`src/mst_pkg.sv`:
```
package mst_pkg;

  localparam int unsigned IdW    = 63;
  localparam int unsigned CountW = 7;
  localparam int unsigned StepW  = 3;

  typedef enum logic [1:0] {
    OP_ADD   = 2'd0,
    OP_DEL   = 2'd1,
    OP_CHECK = 2'd2
  } op_e;

  typedef struct packed {
    logic [1:0]     op;
    logic [IdW-1:0] member_id;
  } in_t;

  typedef struct packed {
    logic              ok;
    logic [CountW-1:0] member_count;
  } out_t;

  // jump conditions of the sequencer
  typedef enum logic [1:0] {
    JC_ALWAYS   = 2'd0,
    JC_IN_WAIT  = 2'd1,
    JC_IDX_MORE = 2'd2,
    JC_OUT_BUSY = 2'd3
  } jc_e;

  typedef logic [StepW-1:0] step_t;

  localparam step_t STEP_CLR    = step_t'(0);
  localparam step_t STEP_IDLE   = step_t'(1);
  localparam step_t STEP_SCAN   = step_t'(2);
  localparam step_t STEP_DRAIN  = step_t'(3);
  localparam step_t STEP_COMMIT = step_t'(4);

  typedef struct packed {
    logic in_rdy;
    logic idx_clr;
    logic idx_inc;
    logic mem_rd;
    logic mem_clr;
    logic commit;
  } ctrl_t;

  typedef struct packed {
    ctrl_t ctrl;
    jc_e   cond;
    step_t nxt_t;
    step_t nxt_f;
  } uword_t;

  typedef struct packed {
    logic in_valid;
    logic idx_more;
    logic out_busy;
  } stat_t;

  // control store
  function automatic uword_t ucode_rom(step_t step);
    uword_t w;
    w = '0;
    case (step)
      STEP_CLR: begin
        w.ctrl.idx_inc = 1'b1;
        w.ctrl.mem_clr = 1'b1;
        w.cond         = JC_IDX_MORE;
        w.nxt_t        = STEP_CLR;
        w.nxt_f        = STEP_IDLE;
      end
      STEP_IDLE: begin
        w.ctrl.in_rdy  = 1'b1;
        w.ctrl.idx_clr = 1'b1;
        w.cond         = JC_IN_WAIT;
        w.nxt_t        = STEP_IDLE;
        w.nxt_f        = STEP_SCAN;
      end
      STEP_SCAN: begin
        w.ctrl.idx_inc = 1'b1;
        w.ctrl.mem_rd  = 1'b1;
        w.cond         = JC_IDX_MORE;
        w.nxt_t        = STEP_SCAN;
        w.nxt_f        = STEP_DRAIN;
      end
      STEP_DRAIN: begin
        w.cond  = JC_ALWAYS;
        w.nxt_t = STEP_COMMIT;
        w.nxt_f = STEP_COMMIT;
      end
      STEP_COMMIT: begin
        w.ctrl.commit = 1'b1;
        w.cond        = JC_OUT_BUSY;
        w.nxt_t       = STEP_COMMIT;
        w.nxt_f       = STEP_IDLE;
      end
      default: begin
        w.cond  = JC_ALWAYS;
        w.nxt_t = STEP_IDLE;
        w.nxt_f = STEP_IDLE;
      end
    endcase
    return w;
  endfunction

endpackage

```
`src/mst_seq.sv`:
```
module mst_seq (
  input  logic           clk_i,
  input  logic           rst_ni,
  input  mst_pkg::stat_t stat_i,
  output mst_pkg::ctrl_t ctrl_o
);

  mst_pkg::step_t  pc_q, pc_d;
  mst_pkg::uword_t uw;
  logic            taken;

  always_comb begin
    uw = mst_pkg::ucode_rom(pc_q);
    case (uw.cond)
      mst_pkg::JC_ALWAYS:   taken = 1'b1;
      mst_pkg::JC_IN_WAIT:  taken = !stat_i.in_valid;
      mst_pkg::JC_IDX_MORE: taken = stat_i.idx_more;
      mst_pkg::JC_OUT_BUSY: taken = stat_i.out_busy;
      default:              taken = 1'b1;
    endcase
    pc_d   = taken ? uw.nxt_t : uw.nxt_f;
    ctrl_o = uw.ctrl;
  end

  // reset lands on the clearing loop
  always_ff @(posedge clk_i or negedge rst_ni) begin
    if (!rst_ni) begin
      pc_q <= mst_pkg::STEP_CLR;
    end else begin
      pc_q <= pc_d;
    end
  end

endmodule

```
`src/mst_dp.sv`:
```
module mst_dp #(
  parameter int unsigned CAPACITY = 64
) (
  input  logic           clk_i,
  input  logic           rst_ni,
  input  mst_pkg::ctrl_t ctrl_i,
  input  logic           in_accept_i,
  input  mst_pkg::in_t   in_data_i,
  input  logic           out_busy_i,
  output logic           idx_more_o,
  output logic           res_load_o,
  output mst_pkg::out_t  res_o
);

  localparam int unsigned IdW  = mst_pkg::IdW;
  localparam int unsigned EntW = IdW + 1;
  localparam int unsigned IdxW = (CAPACITY > 1) ? $clog2(CAPACITY) : 1;
  localparam int unsigned CntW = $clog2(CAPACITY + 1);
  localparam int unsigned ExtW = CntW + mst_pkg::CountW;

  // entry: valid mark on top of the identifier
  logic [EntW-1:0] mem [CAPACITY];
  logic [EntW-1:0] rdata_q;

  logic [IdxW-1:0] idx_q, idx_d;
  logic [IdxW-1:0] rd_idx_q;
  logic            rd_q;
  logic [1:0]      op_q;
  logic [IdW-1:0]  id_q;
  logic            hit_q, hit_d, free_q, free_d;
  logic [IdxW-1:0] hit_idx_q, hit_idx_d, free_idx_q, free_idx_d;
  logic [CntW-1:0] count_q, count_d;

  logic            rd_hit, rd_free, do_commit, ok;
  logic            we;
  logic [IdxW-1:0] waddr;
  logic [EntW-1:0] wdata;
  logic [ExtW-1:0] count_ext;

  assign idx_more_o = (idx_q != IdxW'(CAPACITY - 1));

  assign rd_hit  = rd_q && rdata_q[IdW] && (rdata_q[IdW-1:0] == id_q);
  assign rd_free = rd_q && !rdata_q[IdW];

  always_comb begin
    idx_d = idx_q;
    if (ctrl_i.idx_clr) begin
      idx_d = '0;
    end else if (ctrl_i.idx_inc) begin
      idx_d = idx_q + IdxW'(1);
    end
  end

  // scan results, compared in the cycle after each slot is read
  always_comb begin
    hit_d      = hit_q;
    hit_idx_d  = hit_idx_q;
    free_d     = free_q;
    free_idx_d = free_idx_q;
    if (in_accept_i) begin
      hit_d  = 1'b0;
      free_d = 1'b0;
    end else begin
      if (rd_hit) begin
        hit_d     = 1'b1;
        hit_idx_d = rd_idx_q;
      end
      if (rd_free && !free_q) begin
        free_d     = 1'b1;
        free_idx_d = rd_idx_q;
      end
    end
  end

  assign do_commit = ctrl_i.commit && !out_busy_i;

  always_comb begin
    we      = ctrl_i.mem_clr;
    waddr   = idx_q;
    wdata   = '0;
    count_d = count_q;
    ok      = 1'b0;
    if (do_commit) begin
      case (op_q)
        mst_pkg::OP_ADD: begin
          if (hit_q) begin
            ok = 1'b1;
          end else if (free_q) begin
            we      = 1'b1;
            waddr   = free_idx_q;
            wdata   = {1'b1, id_q};
            count_d = count_q + CntW'(1);
            ok      = 1'b1;
          end
        end
        mst_pkg::OP_DEL: begin
          if (hit_q) begin
            we    = 1'b1;
            waddr = hit_idx_q;
            if (count_q != '0) begin
              count_d = count_q - CntW'(1);
            end
            ok = 1'b1;
          end
        end
        mst_pkg::OP_CHECK: begin
          ok = hit_q;
        end
        default: begin
          ok = 1'b0;
        end
      endcase
    end
    count_ext = ExtW'(count_d);
    res_o.ok           = ok;
    res_o.member_count = count_ext[mst_pkg::CountW-1:0];
  end

  assign res_load_o = do_commit;

  always_ff @(posedge clk_i or negedge rst_ni) begin
    if (!rst_ni) begin
      idx_q   <= '0;
      rd_q    <= 1'b0;
      hit_q   <= 1'b0;
      free_q  <= 1'b0;
      count_q <= '0;
    end else begin
      idx_q   <= idx_d;
      rd_q    <= ctrl_i.mem_rd;
      hit_q   <= hit_d;
      free_q  <= free_d;
      count_q <= count_d;
    end
  end

  always_ff @(posedge clk_i) begin
    if (in_accept_i) begin
      op_q <= in_data_i.op;
      id_q <= in_data_i.member_id;
    end
    hit_idx_q  <= hit_idx_d;
    free_idx_q <= free_idx_d;
    rd_idx_q   <= idx_q;
  end

  always_ff @(posedge clk_i) begin
    if (we) begin
      mem[waddr] <= wdata;
    end
    if (ctrl_i.mem_rd) begin
      rdata_q <= mem[idx_q];
    end
  end

endmodule

```
`src/membership_set_table_unit.sv`:
```
// channel | direction | handshake                 | payload
// --------+-----------+---------------------------+---------------------
// in      | input     | in_valid_i / in_ready_o   | in_data_i  (in_t)
// out     | output    | out_valid_o / out_ready_i | out_data_o (out_t)
//
// after the input transfer the result comes from a scan in which one slot of the
// identifier memory is read and compared per cycle on its single read port, then a drain
// and a commit step; in_ready_o rises with out_valid_o, so items do not overlap
// after reset a clearing pass marks every slot empty;
// in_ready_o stays low until it ends
// a result waits in the output register; a stalled output holds the commit step
module membership_set_table_unit #(
  parameter int unsigned CAPACITY = 64
) (
  input  logic          clk_i,
  input  logic          rst_ni,
  input  logic          in_valid_i,
  output logic          in_ready_o,
  input  mst_pkg::in_t  in_data_i,
  output logic          out_valid_o,
  input  logic          out_ready_i,
  output mst_pkg::out_t out_data_o
);

  mst_pkg::ctrl_t ctrl;
  mst_pkg::stat_t stat;
  mst_pkg::out_t  res;
  mst_pkg::out_t  out_q;
  logic           out_valid_q;
  logic           res_load;
  logic           idx_more;
  logic           out_busy;

  assign out_busy   = out_valid_q && !out_ready_i;
  assign in_ready_o = ctrl.in_rdy;

  always_comb begin
    stat.in_valid = in_valid_i;
    stat.idx_more = idx_more;
    stat.out_busy = out_busy;
  end

  mst_seq u_seq (
    .clk_i  (clk_i),
    .rst_ni (rst_ni),
    .stat_i (stat),
    .ctrl_o (ctrl)
  );

  mst_dp #(
    .CAPACITY (CAPACITY)
  ) u_dp (
    .clk_i       (clk_i),
    .rst_ni      (rst_ni),
    .ctrl_i      (ctrl),
    .in_accept_i (in_valid_i && ctrl.in_rdy),
    .in_data_i   (in_data_i),
    .out_busy_i  (out_busy),
    .idx_more_o  (idx_more),
    .res_load_o  (res_load),
    .res_o       (res)
  );

  always_ff @(posedge clk_i or negedge rst_ni) begin
    if (!rst_ni) begin
      out_valid_q <= 1'b0;
    end else if (res_load) begin
      out_valid_q <= 1'b1;
    end else if (out_ready_i) begin
      out_valid_q <= 1'b0;
    end
  end

  always_ff @(posedge clk_i) begin
    if (res_load) begin
      out_q <= res;
    end
  end

  assign out_valid_o = out_valid_q;
  assign out_data_o  = out_q;

endmodule
```
`config.mk`:
```
export PLATFORM = sky130hd
export DESIGN_NAME = membership_set_table_unit
export DESIGN_NICKNAME = d
export VERILOG_FILES = /design/src/mst_pkg.sv /design/src/mst_seq.sv /design/src/mst_dp.sv /design/src/membership_set_table_unit.sv
export SDC_FILE = /design/constraint.sdc
export NUM_CORES = 2
export LEC_CHECK = 0
export BUFFER_PORTS_ARGS = -buffer_cell sky130_fd_sc_hd__buf_4
export CORE_UTILIZATION = 55
export DETAILED_ROUTE_END_ITERATION = 16
export HOLD_SLACK_MARGIN = 0.12
export PLACE_DENSITY = 0.73
export REMOVE_ABC_BUFFERS = 1
export SYNTH_ARGS = -nofsm -noshare
export SYNTH_HDL_FRONTEND = slang
export SYNTH_HIERARCHICAL = 1
export SYNTH_SLANG_ARGS = --single-unit
```
`constraint.sdc`:
```
create_clock -name clk_i -period 4.9 [get_ports clk_i]
set_input_delay 0.49 -clock clk_i [delete_from_list [all_inputs] [get_ports clk_i]]
set_output_delay 0.49 -clock clk_i [all_outputs]
set_load 0.05 [all_outputs]
```
# Word level (Yosys, flattened, before mapping)
# Memories as Yosys holds them, arrays and structs flattened. A register that Yosys moved wholly into a read port is not among the register bits.
# Cells that the tools add are included.
dict set report word_totals {
  latch_bits 0
  ram_bits 4096
  memories 1
  mem_bits_ro 0
  elab_cells 95
  ff_bits 111
}
dict set report classes {
  magnitude_cmp 0
  addsub 3
  reduce_logical 23
  mul 0
  n_eq_ne 11
  bitwise_logic 1
  muxes 42
  shifts 0
  div 0
}
# name depth width read_ports rd_clocked_by_memory_dff wr line_no
set mem_list {}
lappend mem_list {u_dp.mem 64 64 1 1 1 mst_dp.sv:22} ;# logic [EntW-1:0] mem [CAPACITY];
# operator n
set op_table {}
lappend op_table {{64-bit 2-to-1 mux} 4}
lappend op_table {{63-bit equality test} 1}
lappend op_table {{8-bit case mux with 5 select lines} 1}
lappend op_table {{6-bit 2-to-1 mux} 6}
lappend op_table {{7-bit 2-to-1 mux} 5}
lappend op_table {{1-bit 2-to-1 mux} 19}
lappend op_table {{7-bit case mux with 2 select lines} 1}
lappend op_table {{6-bit case mux with 2 select lines} 1}
lappend op_table {{2-bit nonzero test} 4}
lappend op_table {{7-bit by 1-bit adder with 7-bit output, second input constant} 1}
lappend op_table {{1-bit logical AND} 7}
lappend op_table {{7-bit nonzero test} 1}
lappend op_table {{7-bit by 1-bit subtractor with 7-bit output, second input constant} 1}
lappend op_table {{6-bit by 1-bit adder with 6-bit output, second input constant} 1}
lappend op_table {{2-bit equality test, second input constant} 3}
lappend op_table {{3-bit by 2-bit equality test with 1-bit output, second input constant} 2}
lappend op_table {{6-bit inequality test, second input constant} 1}
lappend op_table {{1-bit zero test} 5}
lappend op_table {{2-bit by 1-bit equality test with 1-bit output, second input constant} 2}
lappend op_table {{2-bit zero test} 2}
lappend op_table {{1-bit case mux with 4 select lines} 1}
lappend op_table {{2-bit AND reduction} 2}
lappend op_table {{3-bit by 1-bit equality test with 1-bit output, second input constant} 1}
lappend op_table {{3-bit equality test, second input constant} 1}
lappend op_table {{other kinds (7)} 7}

# Logic depth before layout (Yosys ltp)
dict set report logic_depth {
  depth_word 8
  depth_mapped 10
}

# By module
# The synthesis kept the hierarchy.
# module instances area_each_um2 cells_per_inst
set by_module_without_submodules {}
lappend by_module_without_submodules {mst_dp 1 162704.8 7356}
lappend by_module_without_submodules {membership_set_table_unit 1 291.5 12}
lappend by_module_without_submodules {mst_seq 1 178.9 17}

# Worst setup path before layout
# Ideal clock, no wire load.
dict set report synth_timing {
  path_kind {reg2reg}
  from {register out_valid_q (netlist: out_valid_o)}
  to {memory u_dp/mem[35][0] in the netlist's numbering (enable)}
  path_stages_with_launch 9
  arrival_time_ps 5103
  setup_ps 487
  n_path_buf 1
  setup_slack_ps -690
  cell_sequence {dfrtp_1 > nor2b_4 > nand2b_2 > clkinv_1 > and3_1 > clkbuf_1 > a221oi_2 > nand3_1 > nor2_1}
}
dict set report synth_via {
  elab_chain_cells 6
}
# item line_no
set synth_lines {}
lappend synth_lines {{start: declaration} membership_set_table_unit.sv:29} ;# logic out_valid_q;
lappend synth_lines {{start signal: assignment} membership_set_table_unit.sv:66} ;# out_valid_q <= 1'b0;
lappend synth_lines {{start signal: assignment} membership_set_table_unit.sv:68} ;# out_valid_q <= 1'b1;
lappend synth_lines {{start signal: assignment} membership_set_table_unit.sv:70} ;# out_valid_q <= 1'b0;
lappend synth_lines {{1-bit logical AND (*)} membership_set_table_unit.sv:34} ;# assign out_busy = out_valid_q && !out_ready_i;
lappend synth_lines {{named net out_busy} membership_set_table_unit.sv:32} ;# logic out_busy;
lappend synth_lines {{1-bit zero test (*)} mst_dp.sv:75} ;# assign do_commit = ctrl_i.commit && !out_busy_i;
lappend synth_lines {{1-bit logical AND (*)} mst_dp.sv:75}
lappend synth_lines {{named net res_load} membership_set_table_unit.sv:30} ;# logic res_load;
lappend synth_lines {{1-bit 2-to-1 mux} mst_dp.sv:83} ;# if (do_commit) begin
lappend synth_lines {{1-bit 2-to-1 mux} mst_dp.sv:148} ;# if (we) begin
lappend synth_lines {{1-bit 2-to-1 mux (not written as such)} mst_dp.sv:149} ;# mem[waddr] <= wdata;
lappend synth_lines {{end: declaration} mst_dp.sv:22}
# The timed path passes the listed nets; every way through them passes the cells marked *.

# Worst setup path in the final report
dict set report layout_timing {
  from {register u_dp.id_q[62]}
  to {register u_dp.hit_idx_q[4] (enable)}
}
dict set report layout_via {
  elab_chain_cells 3
}
# item line_no
set layout_lines {}
lappend layout_lines {{start: declaration} mst_dp.sv:29} ;# logic [IdW-1:0] id_q;
lappend layout_lines {{start signal: assignment} mst_dp.sv:140} ;# id_q <= in_data_i.member_id;
lappend layout_lines {{63-bit equality test} mst_dp.sv:42} ;# assign rd_hit = rd_q && rdata_q[IdW] && (rdata_q[IdW-1:0] == id_q);
lappend layout_lines {{1-bit logical AND} mst_dp.sv:42}
lappend layout_lines {{2-bit AND reduction (no source line)} --}
lappend layout_lines {{end signal: assignment} mst_dp.sv:142} ;# hit_idx_q <= hit_idx_d;
lappend layout_lines {{end: declaration} mst_dp.sv:31} ;# logic [IdxW-1:0] hit_idx_q, hit_idx_d, free_idx_q, free_idx_d;
# No other way between the ends.
# A chain may end at the register's enable or synchronous reset.

==> impl_metrics.tcl <==
set metrics [dict create \
    grt_antenna_before_repair 17 \
    cts_made_buffers 417 \
    clockBufferDepth 4 \
    wl_met3_um 63550 \
    finalSetupViolCount 0 \
    post-cts-setup-buffer-count 0 \
    wl_met1_um 158500 \
    setup.worst_path.end_class "flop" \
    rows 199 \
    synthToLayoutAreaGrowth_pct 14.56 \
    io_pins 79 \
    htreeDepth 5 \
    ir_drop_mv 0.3196 \
    fin_skew_ns 0.05345 \
    worstPathMaxFanout 6 \
    synth_sequential_area_ratio_pct 78.50 \
    switching_share_pct 19.27 \
    grt_pass1_vias 83150 \
    path_class "flop to flop" \
    post-route-period-util_pct 95.34 \
    root_buffer "clkbuf_16" \
    hpwl_um 263300 \
    hold_ws_ns 0.2445 \
    dr_wl_met2_um 206000 \
    synth_cells 7385 \
    holdCritPathClass "input port to flop" \
    design_area_sq_um 186900 \
    die_h_um 546.7 \
    synth.top_cell.area_share_pct 78.12 \
    power_frac_seq_pct 55.3 \
    fmax_ghz 0.2141 \
    yosys-top-cells-count "4245 x edfxtp_1, 882 x mux4_2, 424 x mux2i_1" \
    drt-pass1-iter-count 8 \
    clk_pin_slew_ns 0.06 \
    power_density_nw_per_um2 382.3 \
    yosys.area.top_type "edfxtp_1" \
    fin_crit_ns 4.672 \
    drt_wl_total_um 454300 \
    antenna_left 0 \
    tightest_slew_ns 1.232 \
    wl_per_cell_um 36.96 \
    via_per_inst 6.854 \
    p_leak_nw 50.64 \
    cts-resized-gates 0 \
    ys_warn_count 6 \
    cts_tree "yes" \
    top_layer_used "met5" \
    comb_power_share_pct 0.1 \
    synth_edf_count 4245 \
    yosys_most_used_dff "edfxtp_1" \
    grt_max_degree 84 \
    synthArstFlopShare_pct 0.4683 \
    synth.avg_cell_area_sq_um 22.10 \
    cp-start-kind "flop" \
    drc 0 \
    grt_first_pass_wirelength_um 633500 \
    timing.final.hold_violations 0 \
    slew_violations 0 \
    power_switching_mw 13.78 \
    clock_latency_ns 0.97 \
    grt_overflow 0 \
    fin_ws_ns 0.2284 \
    slew_headroom_pct 17.11 \
    drive_above_1_share_pct 25.75 \
    cp.arrival_ns 5.25 \
    p_int_mw 57.69 \
    yosysMostFrequentCell "edfxtp_1" \
    grt_usage_pct 30.31 \
    rsz0062_at_grt "no" \
    cts_sinks 4271 \
    netlist_top_cells_area "edfxtp_1 78%, mux4_2 12%, mux2i_1 2.6%, a22oi_1 0.92%, clkbuf_1 0.43%" \
    drt-initial-drc-count 14640 \
    vias 84250 \
    finalNetCount 8093 \
    status "finished, final reports clean" \
    synth_area_sq_um 163200 \
    fin_setup_tns_ns 0 \
    clockPowerShare_pct 44.5 \
    max-cap-violations 0 \
    required_ns 5.48 \
    post_dp_cell_area_sq_um 172700 \
    initial_core_util_pct 55.40 \
    synth_cell_types 72 \
    portBuffers 78 \
    coreArea_sq_um 294600 \
    die_area_sq_um 298900 \
    die-width_um 546.7 \
    ys_ff_latch 4271 \
    pre_cts_slack_ns 0.6145 \
    gp_congestion 0.9004 \
]
==> state kept, by name, summed over array words and instances, names as in the netlist, 6 cells and up, named ones only <==
register	count
out_data_o	8
u_dp/count_q	7
u_dp/free_idx_q	6
u_dp/hit_idx_q	6
u_dp/id_q	63
u_dp/idx_q	6
u_dp/mem	4096
u_dp/rd_idx_q	6
u_dp/rdata_q	64
==> what timing repair did <==
action | in CTS | in global routing
hold buffers | 69 | 0
endpoints found under the setup margin | 0 | 0
endpoints found under the hold margin | 102 | 0
==> final timing paths <==
kind                                   from                end  slack, ns  cells past startpoint
max                           u_dp/id_q[62]  u_dp/hit_idx_q[4]       0.23                      5
max reg2reg                   u_dp/id_q[62]  u_dp/hit_idx_q[4]       0.23                      5
max in group asynchronous            rst_ni      u_dp/idx_q[1]       3.32                      3
min                           in_data_i[44]      u_dp/id_q[44]       0.24                      2
min reg2reg                u_dp/rd_idx_q[3]  u_dp/hit_idx_q[3]       0.43                      0
min in group asynchronous            rst_ni        out_valid_o       0.81                      3
==> critical path, stage by stage, from the launching register on <==
cell      delay (ns)
edfxtp_1        0.48
xnor2_1         0.87
nand4_1         0.59
nor4_1          1.18
nand4_1         0.58
nor2_1          0.59
==> cells in the final DEF (no fill, tap or decap), types with 16 or more instances in the layout <==
cell | netlist | layout
nand3_1 | 90 | 89
a21oi_1 | 137 | 137
o22ai_1 | 22 | 22
nor2_1 | 87 | 16
mux2i_1 | 424 | 424
edfxtp_1 | 4245 | 4245
inv_1 | 21 | 20
nand4_1 | 17 | 17
o21ai_0 | 43 | 43
a221oi_1 | 32 | 32
a22o_1 | 76 | 76
mux4_2 | 882 | 882
dlygate4sd3_1 | 0 | 69
clkinv_1 | 1 | 100
and2_1 | 72 | 65
xnor2_1 | 42 | 41
buf_12 | 0 | 143
clkbuf_16 | 0 | 423
nand2_1 | 155 | 153
o31ai_1 | 59 | 59
clkbuf_1 | 187 | 76
buf_4 | 62 | 423
nor3_1 | 29 | 29
clkinv_2 | 0 | 80
a211oi_1 | 78 | 78
nor2_4 | 0 | 71
o211ai_1 | 23 | 23
bufinv_16 | 0 | 42
o221ai_1 | 65 | 65
clkinvlp_4 | 0 | 17
a22oi_1 | 200 | 200
==> routing by layer <==
layer | track usage (%) | up-vias
li1 | - | 32620
met1 | 41.77 | 43850
met2 | 45.63 | 6711
met3 | 8.017 | 1065
met4 | 14.41 | 6
met5 | 0 | -
==> cell families (layout without fill, tap and decap cells) <==
| logic type | count (synthesis) | in the layout | share of synthesized area (%) |
|---|---|---|---|
| AO/OA/AOI/OAI | 784 | 784 | 3.507 |
| XOR/XNOR | 52 | 52 | 0.2791 |
| adder cells (fa/ha/maj) | 7 | 7 | 0.05367 |
| buffers and inverters | 445 | 1424 | 1.317 |
| flip-flops | 4271 | 4271 | 78.50 |
| multiplexers | 1306 | 1306 | 14.77 |
| other | 0 | 8 | 0 |
| AND/OR/NAND/NOR | 520 | 520 | 1.569 |
==> power groups by stage <==
stage               Combinational (mW)  Clock [mW]  Sequential (mW)
global placement                0.0618           0             40.3
global route                     0.114        33.4             39.5
detailed placement              0.0628           0             40.3
CTS                              0.109        32.0             39.5
floorplan                    0.0000315           0             40.3
finish                           0.107        31.8             39.5
==> stage by stage <==
stage                     utilization, %  instances  total power, mW
after floorplan                        -       6963            40.32
after global placement             58.63      11450            40.38
after detailed placement           58.63      11450            40.38
after CTS                          63.46      12280            71.66
after global routing               63.46      12290            73.03
final                              63.47      12290            71.47
==> area by class of cell <==
cell class / instances / area, sq um
repair buffers: 635 / 6729
clock inverters: 267 / 2644
well taps: 3919 / 4903
inverters: 23 / 91.34
diodes: 8 / 20.02
multi-input cells: 2669 / 33570
flip-flops and latches: 4271 / 128100
fillers: 18710 / 107600
clock buffers: 499 / 10870
Power figures use the tool's default switching activity.
